**src/sv/ldpsg_pkg.sv**
```systemverilog
// ---------------------------------------------------------------------------
// ldpsg_pkg
// Shared constants for the line doubler with padding and sync generation:
// configuration register indexes, register widths, reset values and
// counter widths.
// ---------------------------------------------------------------------------
package ldpsg_pkg;

    // configuration register indexes
    typedef enum logic [2:0] {
        CFG_SOURCE_ROWS = 3'd0,
        CFG_OUTPUT_ROWS = 3'd1,
        CFG_BLANK_TICKS = 3'd2,
        CFG_VSYNC_AT    = 3'd3,
        CFG_VSYNC_LEN   = 3'd4
    } cfg_index_t;

    localparam int CFG_INDEX_W = 3;
    localparam int CFG_DATA_W  = 11;

    // register widths
    localparam int SRC_ROWS_W = 10;
    localparam int OUT_ROWS_W = 11;
    localparam int TICK8_W    = 8;

    // register reset values
    localparam logic [SRC_ROWS_W-1:0] SOURCE_ROWS_RST = 10'd339;
    localparam logic [OUT_ROWS_W-1:0] OUTPUT_ROWS_RST = 11'd768;
    localparam logic [TICK8_W-1:0]    BLANK_TICKS_RST = 8'd14;
    localparam logic [TICK8_W-1:0]    VSYNC_AT_RST    = 8'd5;
    localparam logic [TICK8_W-1:0]    VSYNC_LEN_RST   = 8'd10;

    // counter widths
    localparam int WORDS_W = 17;   // buffered and padded word counts
    localparam int LTICK_W = 9;    // tick within an output line
    localparam int RTICK_W = 20;   // ticks of the whole readout
    localparam int PHASE_W = 2;    // output line within a pair of row pairs

endpackage

```
**src/sv/line_doubler_pad_sync_gen_unit.sv**
```systemverilog
// ---------------------------------------------------------------------------
// line_doubler_pad_sync_gen_unit
// Buffers source rows in two ping-pong line stores, emits each row twice
// with blanking and hsync, pads zero rows to the output height and closes
// the frame with a vsync phase.
// ---------------------------------------------------------------------------
// One input item in, one result item out, at one item per clock while the
// output register is not held by m_tready low. Each item is taken in a cycle
// in which all frame state (buffer columns, line and readout tick counters,
// padding and vsync counters) advances; the line store reads issued in that
// cycle come back from the registered memory port on the next clock and the
// result then goes into the output register once that is free. A write
// and a read of the same store entry in the same item are bypassed so the
// read sees the new word. While the output register is held by m_tready low
// the unit still takes one more item into its middle stage. Configuration
// writes land at once; change them only while no items are in flight. The
// line stores are not cleared after reset: an entry must be written before
// it is read out, which normal operation guarantees.
// ---------------------------------------------------------------------------
module line_doubler_pad_sync_gen_unit #(
    parameter int ROW_WORDS = 64,
    parameter int WORD_BITS = 16
) (
    input  logic                                aclk,
    input  logic                                aresetn,

    // configuration write port
    input  logic                                cfg_wr_en,
    input  logic [ldpsg_pkg::CFG_INDEX_W-1:0]   cfg_index,
    input  logic [ldpsg_pkg::CFG_DATA_W-1:0]    cfg_data,

    // input items
    input  logic                                s_tvalid,
    output logic                                s_tready,
    input  logic [((WORD_BITS+7)/8)*8-1:0]      s_tdata,   // pixel_word
    input  logic [1:0]                          s_tuser,   // word_valid, frame_start

    // result items
    output logic                                m_tvalid,
    input  logic                                m_tready,
    output logic [((WORD_BITS+7)/8)*8-1:0]      m_tdata,   // out_word
    output logic                                m_tlast,   // out_eol
    output logic [3:0]                          m_tuser    // out_sof, out_valid,
                                                           // hsync_out, vsync_out
);

    localparam int DATA_W = ((WORD_BITS + 7) / 8) * 8;
    localparam int ADDR_W = (ROW_WORDS > 1) ? $clog2(ROW_WORDS) : 1;
    localparam int COL_W  = ADDR_W + 1;   // holds ROW_WORDS itself
    localparam int WW     = ldpsg_pkg::WORDS_W;
    localparam int LW     = ldpsg_pkg::LTICK_W;
    localparam int RW     = ldpsg_pkg::RTICK_W;
    localparam int PW     = ldpsg_pkg::PHASE_W;
    localparam int TW     = ldpsg_pkg::TICK8_W;

    // configuration registers
    logic [ldpsg_pkg::SRC_ROWS_W-1:0] source_rows_reg;
    logic [ldpsg_pkg::OUT_ROWS_W-1:0] output_rows_reg;
    logic [TW-1:0]                    blank_ticks_reg;
    logic [TW-1:0]                    vsync_at_reg;
    logic [TW-1:0]                    vsync_len_reg;

    // frame state
    logic          write_sel_reg,    write_sel_next;
    logic [COL_W-1:0] write_col_a_reg, write_col_a_next;
    logic [COL_W-1:0] write_col_b_reg, write_col_b_next;
    logic [WW-1:0] buffered_reg,     buffered_next;
    logic          buffering_on_reg, buffering_on_next;
    logic          reading_on_reg,   reading_on_next;
    logic [PW-1:0] read_phase_reg,   read_phase_next;
    logic [LW-1:0] read_tick_reg,    read_tick_next;
    logic [RW-1:0] readout_reg,      readout_next;
    logic          padding_on_reg,   padding_on_next;
    logic [LW-1:0] pad_tick_reg,     pad_tick_next;
    logic [WW-1:0] padded_reg,       padded_next;
    logic          vsync_on_reg,     vsync_on_next;
    logic [TW-1:0] vsync_tick_reg,   vsync_tick_next;

    // line stores
    logic [WORD_BITS-1:0] store_a [ROW_WORDS];
    logic [WORD_BITS-1:0] store_b [ROW_WORDS];
    logic [WORD_BITS-1:0] rd_a_reg;
    logic [WORD_BITS-1:0] rd_b_reg;

    // per-item control from the update logic
    logic              we_a, we_b;
    logic [ADDR_W-1:0] wr_addr, rd_addr;
    logic              use_mem, sel_b, fwd;
    logic              sof, eol, vld, hs, vs;

    // middle stage
    logic                 v1_reg;
    logic                 use_mem1_reg, sel_b1_reg, fwd1_reg;
    logic [WORD_BITS-1:0] word1_reg;
    logic                 sof1_reg, eol1_reg, vld1_reg, hs1_reg, vs1_reg;

    // output register
    logic                 m_valid_reg;
    logic [WORD_BITS-1:0] out_word_reg;
    logic                 out_sof_reg, out_eol_reg, out_vld_reg, out_hs_reg, out_vs_reg;

    // derived frame geometry
    logic [LW-1:0]                    line_len;
    logic [ldpsg_pkg::OUT_ROWS_W-1:0] two_src;
    logic [ldpsg_pkg::OUT_ROWS_W-1:0] pad_rows;
    logic [WW-1:0]                    pad_target;
    logic [WW-1:0]                    buf_target;
    logic [RW-1:0]                    read_target;

    logic                 out_load;
    logic                 accept;
    logic [WORD_BITS-1:0] in_word;
    logic                 in_valid, in_start;

    assign out_load = !m_valid_reg || m_tready;
    assign s_tready = !v1_reg || out_load;
    assign accept   = s_tvalid && s_tready;

    assign in_word  = s_tdata[WORD_BITS-1:0];
    assign in_valid = s_tuser[0];
    assign in_start = s_tuser[1];

    // line length, padding rows and the end counts of each phase
    assign line_len    = LW'(ROW_WORDS) + LW'(blank_ticks_reg);
    assign two_src     = {source_rows_reg, 1'b0};
    assign pad_rows    = (output_rows_reg > two_src) ? (output_rows_reg - two_src)
                                                     : '0;
    assign pad_target  = WW'(WW'(pad_rows) * WW'(ROW_WORDS));
    assign buf_target  = WW'(WW'(source_rows_reg) * WW'(ROW_WORDS));
    assign read_target = RW'(RW'(line_len) * RW'(two_src));

    // configuration writes
    always_ff @(posedge aclk) begin
        if (!aresetn) begin
            source_rows_reg <= ldpsg_pkg::SOURCE_ROWS_RST;
            output_rows_reg <= ldpsg_pkg::OUTPUT_ROWS_RST;
            blank_ticks_reg <= ldpsg_pkg::BLANK_TICKS_RST;
            vsync_at_reg    <= ldpsg_pkg::VSYNC_AT_RST;
            vsync_len_reg   <= ldpsg_pkg::VSYNC_LEN_RST;
        end else if (cfg_wr_en) begin
            case (cfg_index)
                ldpsg_pkg::CFG_SOURCE_ROWS: source_rows_reg <= cfg_data[9:0];
                ldpsg_pkg::CFG_OUTPUT_ROWS: output_rows_reg <= cfg_data;
                ldpsg_pkg::CFG_BLANK_TICKS: blank_ticks_reg <= cfg_data[7:0];
                ldpsg_pkg::CFG_VSYNC_AT:    vsync_at_reg    <= cfg_data[7:0];
                ldpsg_pkg::CFG_VSYNC_LEN:   vsync_len_reg   <= cfg_data[7:0];
                default: ;
            endcase
        end
    end

    // per-item state update
    always_comb begin
        logic start;
        logic [LW-1:0] t;

        write_sel_next    = write_sel_reg;
        write_col_a_next  = write_col_a_reg;
        write_col_b_next  = write_col_b_reg;
        buffered_next     = buffered_reg;
        buffering_on_next = buffering_on_reg;
        reading_on_next   = reading_on_reg;
        read_phase_next   = read_phase_reg;
        read_tick_next    = read_tick_reg;
        readout_next      = readout_reg;
        padding_on_next   = padding_on_reg;
        pad_tick_next     = pad_tick_reg;
        padded_next       = padded_reg;
        vsync_on_next     = vsync_on_reg;
        vsync_tick_next   = vsync_tick_reg;
        we_a    = 1'b0;
        we_b    = 1'b0;
        wr_addr = '0;
        rd_addr = read_tick_reg[ADDR_W-1:0];
        use_mem = 1'b0;
        sel_b   = read_phase_reg[1];
        fwd     = 1'b0;
        eol     = 1'b0;
        vld     = 1'b0;
        hs      = 1'b0;

        // frame start counts only while not reading or padding
        start = in_start && !(padding_on_reg || reading_on_reg);
        if (start) begin
            buffering_on_next = 1'b1;
            buffered_next     = '0;
            write_col_a_next  = '0;
        end

        // ping-pong buffering
        if (buffering_on_next && in_valid) begin
            buffered_next = buffered_next + 1'b1;
            if (!write_sel_reg) begin
                we_a             = 1'b1;
                wr_addr          = write_col_a_next[ADDR_W-1:0];
                write_col_a_next = write_col_a_next + 1'b1;
            end else begin
                we_b             = 1'b1;
                wr_addr          = write_col_b_next[ADDR_W-1:0];
                write_col_b_next = write_col_b_next + 1'b1;
            end
        end

        // readout of doubled rows
        if (reading_on_reg) begin
            readout_next   = readout_reg + 1'b1;
            use_mem        = read_tick_reg < LW'(ROW_WORDS);
            read_tick_next = read_tick_reg + 1'b1;
        end
        // same-item write to the entry being read
        fwd = (sel_b ? we_b : we_a) && (wr_addr == rd_addr);

        // zero padding rows
        if (padding_on_reg) begin
            pad_tick_next = pad_tick_reg + 1'b1;
            use_mem       = 1'b0;
            if (pad_tick_next <= LW'(ROW_WORDS))
                padded_next = padded_reg + 1'b1;
        end

        if (vsync_on_reg)
            vsync_tick_next = vsync_tick_reg + 1'b1;

        // line flags from both line counters
        sof = (readout_next == RW'(1));
        for (int i = 0; i < 2; i++) begin
            t = (i == 0) ? read_tick_next : pad_tick_next;
            if (t == LW'(ROW_WORDS))
                eol = 1'b1;
            if (t >= LW'(1) && t <= LW'(ROW_WORDS))
                vld = 1'b1;
            if (t > LW'(ROW_WORDS + 1) && t < line_len)
                hs = 1'b1;
        end
        vs = (vsync_tick_next == vsync_at_reg);

        // row complete: swap stores
        if (write_col_a_next == COL_W'(ROW_WORDS)) begin
            write_sel_next   = 1'b1;
            write_col_a_next = '0;
        end else if (write_col_b_next == COL_W'(ROW_WORDS)) begin
            write_sel_next   = 1'b0;
            write_col_b_next = '0;
        end

        // line wrap
        if (read_tick_next == line_len) begin
            read_phase_next = read_phase_reg + 1'b1;
            read_tick_next  = '0;
        end
        if (pad_tick_next == line_len)
            pad_tick_next = '0;

        // first row in: readout starts; whole frame in: buffering stops
        if (buffered_next == WW'(ROW_WORDS))
            reading_on_next = 1'b1;
        if (buffered_next == buf_target) begin
            buffering_on_next = 1'b0;
            buffered_next     = '0;
        end

        // end of readout
        if (reading_on_next && readout_next == read_target) begin
            reading_on_next = 1'b0;
            readout_next    = '0;
            if (pad_target == '0) begin
                vsync_on_next   = 1'b1;
                pad_tick_next   = '0;
                padding_on_next = 1'b0;
                padded_next     = '0;
                write_sel_next  = 1'b0;
                read_phase_next = '0;
            end else begin
                padding_on_next = 1'b1;
            end
        end

        // end of padding
        if (padding_on_next && padded_next == pad_target) begin
            vsync_on_next   = 1'b1;
            pad_tick_next   = '0;
            padding_on_next = 1'b0;
            padded_next     = '0;
            write_sel_next  = 1'b0;
            read_phase_next = '0;
        end

        // end of vsync phase
        if (vsync_tick_next == vsync_len_reg) begin
            vsync_on_next   = 1'b0;
            vsync_tick_next = '0;
        end
    end

    // frame state registers, advance on each accepted item
    always_ff @(posedge aclk) begin
        if (!aresetn) begin
            write_sel_reg    <= 1'b0;
            write_col_a_reg  <= '0;
            write_col_b_reg  <= '0;
            buffered_reg     <= '0;
            buffering_on_reg <= 1'b0;
            reading_on_reg   <= 1'b0;
            read_phase_reg   <= '0;
            read_tick_reg    <= '0;
            readout_reg      <= '0;
            padding_on_reg   <= 1'b0;
            pad_tick_reg     <= '0;
            padded_reg       <= '0;
            vsync_on_reg     <= 1'b0;
            vsync_tick_reg   <= '0;
        end else if (accept) begin
            write_sel_reg    <= write_sel_next;
            write_col_a_reg  <= write_col_a_next;
            write_col_b_reg  <= write_col_b_next;
            buffered_reg     <= buffered_next;
            buffering_on_reg <= buffering_on_next;
            reading_on_reg   <= reading_on_next;
            read_phase_reg   <= read_phase_next;
            read_tick_reg    <= read_tick_next;
            readout_reg      <= readout_next;
            padding_on_reg   <= padding_on_next;
            pad_tick_reg     <= pad_tick_next;
            padded_reg       <= padded_next;
            vsync_on_reg     <= vsync_on_next;
            vsync_tick_reg   <= vsync_tick_next;
        end
    end

    // line store a: one write, one registered read
    always_ff @(posedge aclk) begin
        if (accept) begin
            if (we_a)
                store_a[wr_addr] <= in_word;
            rd_a_reg <= store_a[rd_addr];
        end
    end

    // line store b
    always_ff @(posedge aclk) begin
        if (accept) begin
            if (we_b)
                store_b[wr_addr] <= in_word;
            rd_b_reg <= store_b[rd_addr];
        end
    end

    // middle stage: waits for the store read data
    always_ff @(posedge aclk) begin
        if (!aresetn) begin
            v1_reg <= 1'b0;
        end else if (accept) begin
            v1_reg <= 1'b1;
        end else if (out_load) begin
            v1_reg <= 1'b0;
        end
    end

    always_ff @(posedge aclk) begin
        if (accept) begin
            use_mem1_reg <= use_mem;
            sel_b1_reg   <= sel_b;
            fwd1_reg     <= fwd;
            word1_reg    <= in_word;
            sof1_reg     <= sof;
            eol1_reg     <= eol;
            vld1_reg     <= vld;
            hs1_reg      <= hs;
            vs1_reg      <= vs;
        end
    end

    // output register
    always_ff @(posedge aclk) begin
        if (!aresetn) begin
            m_valid_reg <= 1'b0;
        end else if (out_load) begin
            m_valid_reg <= v1_reg;
        end
    end

    always_ff @(posedge aclk) begin
        if (out_load && v1_reg) begin
            if (!use_mem1_reg)
                out_word_reg <= '0;
            else if (fwd1_reg)
                out_word_reg <= word1_reg;
            else
                out_word_reg <= sel_b1_reg ? rd_b_reg : rd_a_reg;
            out_sof_reg <= sof1_reg;
            out_eol_reg <= eol1_reg;
            out_vld_reg <= vld1_reg;
            out_hs_reg  <= hs1_reg;
            out_vs_reg  <= vs1_reg;
        end
    end

    assign m_tvalid = m_valid_reg;
    assign m_tdata  = DATA_W'(out_word_reg);
    assign m_tlast  = out_eol_reg;
    assign m_tuser  = {out_vs_reg, out_hs_reg, out_vld_reg, out_sof_reg};

endmodule
```
**config.mk**
```make
export PLATFORM = sky130hd
export DESIGN_NAME = line_doubler_pad_sync_gen_unit
export DESIGN_NICKNAME = d
export VERILOG_FILES = /design/src/sv/ldpsg_pkg.sv /design/src/sv/line_doubler_pad_sync_gen_unit.sv
export SDC_FILE = /design/constraint.sdc
export NUM_CORES = 2
export LEC_CHECK = 0
export ABC_AREA = 0
export BUFFER_PORTS_ARGS = -buffer_cell sky130_fd_sc_hd__clkbuf_2
export CAP_MARGIN = 30
export CORE_AREA = 2 2 617 619
export DETAILED_ROUTE_END_ITERATION = 8
export DIE_AREA = 0 0 619 621
export GPL_ROUTABILITY_DRIVEN = 1
export HOLD_SLACK_MARGIN = 0.03
export PLACE_DENSITY = 0.4
export REMOVE_ABC_BUFFERS = 1
export SYNTH_ARGS = -nofsm -noshare
export SYNTH_HDL_FRONTEND = slang
export SYNTH_SLANG_ARGS = --single-unit
```
**constraint.sdc**
```tcl
create_clock -name aclk -period 7 [get_ports aclk]
set_input_delay 0.7 -clock aclk [delete_from_list [all_inputs] [get_ports aclk]]
set_output_delay 0.7 -clock aclk [all_outputs]
set_load 0.05 [all_outputs]
```
======== After elaboration in Yosys (flattened, before gate mapping) ========
Memories as Yosys holds them, arrays and structs flattened. A register that Yosys moved wholly into a read port is not among the register bits.
Cells that the tools add are included.
cells by class
  add/sub/neg operators ................... 11
  multipliers ............................. 1
  magnitude comparators ................... 11
  equality and inequality tests ........... 18
  muxes and demuxes ....................... 68
  bitwise logic cells ..................... 1
  reductions and logical operators ........ 29
operator list
  operator                                                           count
  two-way mux 17 bit                                                 8
  two-way mux 9 bit                                                  7
  two-way mux 7 bit                                                  8
  two-way mux 20 bit                                                 2
  adder 17 x 1 -> 17 bit, second input constant                      2
  two-way mux 1 bit                                                  32
  two-way mux 16 bit                                                 2
  less-or-equal comparator 9 x 7 -> 1 bit, second input constant     3
  adder 20 x 1 -> 20 bit, second input constant                      1
  equality test 20 x 1 -> 1 bit, second input constant               1
  equality test 20 bit                                               1
  multiplier 9 x 10 -> 19 bit                                        1
  adder 9 x 1 -> 9 bit, second input constant                        2
  equality test 9 x 7 -> 1 bit, second input constant                2
  equality test 9 bit                                                2
  greater-or-equal comparator 9 x 1 -> 1 bit, second input constant  2
  greater-than comparator 9 x 7 -> 1 bit, second input constant      2
  < comparator 9 bit                                                 2
  equality test 17 x 16 -> 1 bit                                     1
  equality test 17 bit                                               1
  equality test 17 x 7 -> 1 bit, second input constant               1
  zero test 17 bit                                                   1
  equality test 8 bit                                                2
  two-way mux 8 bit                                                  2
  other kinds (25)                                                   51
word-level totals
  bits in registers ....................... 193
  bits in writable memories ............... 2,048
  input port bits ......................... 37
  output and inout port bits .............. 23
  memories kept ........................... 2
memory list
  memory   words  width  read ports  clocked after memory_dff  wr ports  line                                  RTL
  store_a  64     16     1           1                         1         line_doubler_pad_sync_gen_unit.sv:80  logic [WORD_BITS-1:0] store_a [ROW_WORDS];
  store_b  64     16     1           1                         1         line_doubler_pad_sync_gen_unit.sv:81  logic [WORD_BITS-1:0] store_b [ROW_WORDS];

======== Depth between registers and ports, before layout ========
  depth in word-level cells ............... 14
  depth in mapped cells ................... 25

======== Least setup slack after synthesis ========
OpenSTA, ideal clock, no wires.
  kind .................................... register -> register
  from .................................... register blank_ticks_reg[0]
  to ...................................... register read_phase_reg[0]
  setup time .............................. 220 ps
  arrival time ............................ 5,841 ps
  data required time ...................... 6,780 ps
  path slack .............................. 939 ps
  stages on the path, launching flop included .. 22
  cell sequence ........................... dfxtp_1 > clkbuf_1 > nand2_1 > fa_1 > fa_1 > fa_1 > fa_1 > inv_1 > ha_1 > a21o_1 > a221oi_1 > o31ai_1 > o221ai_1 > xnor2_1 > nor4_1 > nor4b_4 > a21oi_1 > a21oi_4 > o211ai_4 > buf_2 > o21ai_0 > o21ai_0
between the ends
  cells in the longest elaborated chain, start to end .. 8
  elaborated cells on any way between the ends .. 13
  those cells by class .................... add/sub: 1; mul: 1; eq/ne: 3; mux: 6; reduce/logical: 2
RTL lines
  element                      line                                   RTL
  start: declaration           line_doubler_pad_sync_gen_unit.sv:59   logic [TW-1:0] blank_ticks_reg;
  start signal: assignment     line_doubler_pad_sync_gen_unit.sv:137  blank_ticks_reg <= ldpsg_pkg::BLANK_TICKS_RST;
  start signal: assignment     line_doubler_pad_sync_gen_unit.sv:144  ldpsg_pkg::CFG_BLANK_TICKS: blank_ticks_reg <= cfg_data[7:0];
  adder 7 x 8 -> 9 bit (*)     line_doubler_pad_sync_gen_unit.sv:124  assign line_len = LW'(ROW_WORDS) + LW'(blank_ticks_reg);
  multiplier 9 x 10 -> 19 bit  line_doubler_pad_sync_gen_unit.sv:130  assign read_target = RW'(RW'(line_len) * RW'(two_src));
  equality test 20 bit         line_doubler_pad_sync_gen_unit.sv:263  if (reading_on_next && readout_next == read_target) begin
  logical AND 1 bit            line_doubler_pad_sync_gen_unit.sv:263
  two-way mux 17 bit           line_doubler_pad_sync_gen_unit.sv:263
  equality test 17 bit         line_doubler_pad_sync_gen_unit.sv:279  if (padding_on_next && padded_next == pad_target) begin
  logical AND 1 bit            line_doubler_pad_sync_gen_unit.sv:279
  two-way mux 2 bit (*)        line_doubler_pad_sync_gen_unit.sv:279
  end signal: assignment       line_doubler_pad_sync_gen_unit.sv:319  read_phase_reg <= read_phase_next;
  end: declaration             line_doubler_pad_sync_gen_unit.sv:70   logic [PW-1:0] read_phase_reg, read_phase_next;
Mark *: on every way between the ends. The rest lies on a longest branch, timed or not.
A chain may end at the register's enable or synchronous reset.

======== Worst setup path in the final report ========
  from .................................... register blank_ticks_reg[1]
  to ...................................... register padded_reg[3]
between the ends
  cells in the longest elaborated chain, start to end .. 8
  elaborated cells on any way between the ends .. 9
  those cells by class .................... add/sub: 1; mul: 1; eq/ne: 2; mux: 3; reduce/logical: 2
RTL lines
  element                          line                                   RTL
  adder 7 x 8 -> 9 bit (*)         line_doubler_pad_sync_gen_unit.sv:124
  multiplier 9 x 10 -> 19 bit (*)  line_doubler_pad_sync_gen_unit.sv:130
  equality test 20 bit (*)         line_doubler_pad_sync_gen_unit.sv:263
  logical AND 1 bit (*)            line_doubler_pad_sync_gen_unit.sv:263
  two-way mux 17 bit               line_doubler_pad_sync_gen_unit.sv:263
  equality test 17 bit             line_doubler_pad_sync_gen_unit.sv:279
  logical AND 1 bit                line_doubler_pad_sync_gen_unit.sv:279
  two-way mux 17 bit (*)           line_doubler_pad_sync_gen_unit.sv:279
  end signal: assignment           line_doubler_pad_sync_gen_unit.sv:324  padded_reg <= padded_next;
  end: declaration                 line_doubler_pad_sync_gen_unit.sv:75   logic [WW-1:0] padded_reg, padded_next;
Marks and branches as above.

==> load_flow_metrics.sql <==
INSERT INTO impl_metrics (metric_group, metric, value, unit) VALUES
('timing', 'final.period_utilization', '92.7', '%'),
('drt', 'wl', '285', 'mm'),
('logic_synthesis', 'synth_area_leader', 'edfxtp_1', ''),
('drt', 'routed.top_layer', 'met4', ''),
('setup_path', 'r2r.worst_path.cells', '23', ''),
('global_route', 'first_global_vias', '51800', ''),
('timing', 'hold-worst-slack', '0.110', 'ns'),
('timing', 'worst_clock_skew', '0.0871', 'ns'),
('layout', 'fin_area', '111000', 'sq um'),
('drt', 'num_vias', '50500', ''),
('placement', 'place.detailed.hpwl', '169', 'mm'),
('logic_synthesis', 'post_synth_design_cell_area', '94200', 'sq um'),
('timing', 'slew-limit-headroom', '28.4', '%'),
('timing', 'hold_viol_final', '0', ''),
('logic_synthesis', 'postSynthAreaPerCell', '18.0', 'sq um'),
('drt', 'post-route-drc-count', '0', ''),
('hold_path', 'hold_path.class', 'primary input to flop', ''),
('drt', 'drt-initial-drc-count', '4566', ''),
('global_route', 'grt_start_max_net_pins', '94', ''),
('logic_synthesis', 'synth-edff-count', '2125', ''),
('pwr', 'vdd_ir_drop_max', '0.169', 'mV'),
('floorplanning', 'floorplan.rows', '226', ''),
('layout', 'layout_common_cells', 'edfxtp_1 (2125), mux4_2 (567), nand2_1 (369)', ''),
('setup_path', 'cp_data_required_time', '7.71', 'ns'),
('placement', 'gpl.final_weighted_congestion', '0.755', ''),
('drt', 'drt_pre_antenna_iters', '5', ''),
('logic_synthesis', 'synth_sequential_area_ratio', '70.9', '%'),
('setup_path', 'timing.critical_path.from_type', 'flop', ''),
('logic_synthesis', 'yosys_warnings', '0', ''),
('timing', 'fin_tns_setup', '0', 'ns'),
('timing', 'rsz0062_at_grt', 'no', ''),
('global_route', 'number_of_antenna_violations_at_the_first_check_in_global_routing', '19', ''),
('clock_tree', 'clk_path_buf_depth', '4', ''),
('layout', 'layout-area-overhead-vs-synth', '17.6', '%'),
('pwr', 'p_leak', '33.8', 'nW'),
('logic_synthesis', 'synth_async_sr_flop_share', '0', '%'),
('run_status', 'status', 'completed', ''),
('logic_synthesis', 'ys_top_cells_by_area', 'edfxtp_1 (68%), mux4_2 (14%), dfxtp_1 (3.1%), nand2_1 (1.5%), mux2i_1 (1.4%)', ''),
('timing', 'period_minus_slack', '6.49', 'ns'),
('layout', 'nNetsFinal', '5675', ''),
('global_route', 'global_routing_usage_summed_across_all_routing_layers', '14.5', '%'),
('logic_synthesis', 'synth.distinct_cells', '92', ''),
('drt', 'routedLengthMet1', '129', 'mm'),
('placement', 'post-place-ws', '0.0390', 'ns'),
('setup_path', 'reg2reg_slack', '0.51', 'ns'),
('layout', 'multi_input_logic_area', '26200', 'sq um'),
('logic_synthesis', 'synth_cells', '5244', ''),
('setup_path', 'worst_path_max_delay_cell', 'fa_1', ''),
('timing', 'fmax', '0.154', 'GHz'),
('setup_path', 'max_stage_delay', '0.51', 'ns'),
('pwr', 'power_density', '269', 'nW/um^2'),
('timing', 'setup_ws', '0.510', 'ns'),
('placement', 'dpl-instance-area', '102000', 'sq um'),
('setup_path', 'cp_cell_sequence', 'inv_1 -> nor2_1 -> fa_1 -> inv_1 -> fa_1 -> fa_1 -> fa_1 -> inv_1 -> ha_1 -> and3_1 -> a221oi_4 -> o31ai_1 -> o221ai_1 -> xnor2_1 -> nor4_2 -> nor4b_4 -> buf_4 -> a21oi_1 -> a21oi_4 -> o211ai_4 -> o21ai_4 -> buf_12 -> o22ai_1', ''),
('setup_path', 'worst_setup_path_end_kind', 'flop', ''),
('timing', 'setup-violations-final', '0', ''),
('clock_tree', 'cts_made_buffers', '272', ''),
('logic_synthesis', 'synth-seq-cells', '2273', ''),
('clock_tree', 'clock_latency_at_the_later_pin_of_the_worst_skew_pair', '0.91', 'ns'),
('layout', 'filler_cell_count', '37400', ''),
('clock_tree', 'worst_setup_hold_path_clk_slew', '0.06', 'ns'),
('clock_tree', 'cts.root.buffer_cell', 'clkbuf_16', ''),
('floorplanning', 'num_io_pins', '60', ''),
('placement', 'port-buffer-count', '59', ''),
('logic_synthesis', 'main_synth_ff_type', 'edfxtp_1', ''),
('drt', 'antenna_left', '0', ''),
('logic_synthesis', 'synth_largest_type_area_fraction', '67.7', '%'),
('setup_path', 'timing.critical_path.from', 'blank_ticks_reg[1]', ''),
('drt', 'wl_met2', '136', 'mm'),
('floorplanning', 'dieWidth', '619', 'um'),
('drt', 'viasPerCell', '4.71', '');
[power breakdown]
part	total [W]	switching [W]	leakage [nW]	internal, W
Clock	0.0139	0.00571	4.20	0.00822
Combinational	0.000940	0.000645	9.25	0.000294
Sequential	0.0149	0.0000338	20.4	0.0149
Total	0.0298	0.00639	33.8	0.0234
[how the worst min path moves through the flow]
stage                 startpoint                   to  slack [ns]  depth (start not counted)
floorplan               eol1_reg              m_tlast        0.40                          0
global placement        sof1_reg          out_sof_reg        0.40                          0
detailed placement       vs1_reg           out_vs_reg        0.41                          0
CTS                 cfg_data[10]  output_rows_reg[10]        0.04                          3
global route        cfg_data[10]  output_rows_reg[10]        0.09                          3
finish              cfg_data[10]  output_rows_reg[10]        0.11                          3
[routing by layer]
layer	vias to the layer above	track usage [%]
met5	-	0
met4	0	3.61
met3	363	1.85
met2	1248	23.8
met1	27300	20.4
li1	21600	-
[final cells by class]
cell class	instances	share of cell area, %
clock buffers	346	6.53
clock inverters	132	1.30
inverters	106	0.373
flip-flops and latches	2273	60.3
repair buffers	280	2.15
well taps	5016	5.66
multi-input cells	2570	23.7
diodes	8	0.0181
[worst max-delay path: cells and delay by family (launching register included)]
kind                       cells  cell delay (ns)
xor gates and xnor gates       1             0.18
DFF                            1             0.48
buffers and inverters          5             0.74
AOI/OAI and AO/OA              8             1.63
and+or+nand+nor                4             1.04
adders and majority gates      5             2.27
[what timing repair did]
item                                   4_1_cts  5_1_grt
resized for setup                            0        3
setup buffers                                0        1
endpoints found under the hold margin        0        0
setup endpoints to repair                    0       31
[cell families (layout without fill, tap and decap cells)]
kind of cell	Yosys count	count (layout)	share of synthesized area, %
flip-flops	2273	2273	70.9
AND/OR/NAND/NOR	1066	1066	5.30
multiplexers	697	697	14.9
AO/OA/AOI/OAI	531	531	3.60
buffers and inverters	401	864	1.67
XOR/XNOR	141	141	1.34
adder cells (fa/ha/maj)	135	135	2.26
other	0	8	0
[cell usage after synthesis, drive strengths merged (15+ instances only)]
library cell,instances
o221ai,50
nor2,311
xor2,46
o21ai,111
nor3,52
and2,41
a211oi,19
a21oi,162
xnor2,93
buf,96
and3,30
mux2i,128
fa,58
nand3,64
a31oi,38
nand2b,17
mux4,567
nand2,373
clkbuf,199
o22ai,36
nand4,57
dfxtp,148
nor4,37
or3,17
ha,77
edfxtp,2125
inv,102
a22oi,17
o31ai,15
[metrics by stage]
stage	cells	utilization (%)	power (W)
after CTS	10700	29.3	0.0302
after floorplan	4949	-	0.0157
after detailed placement	10200	27.0	0.0161
after global placement	10200	26.9	0.0161
after global routing	10700	29.3	0.0308
final	10700	29.3	0.0298
(Power assumes the default switching activity.)
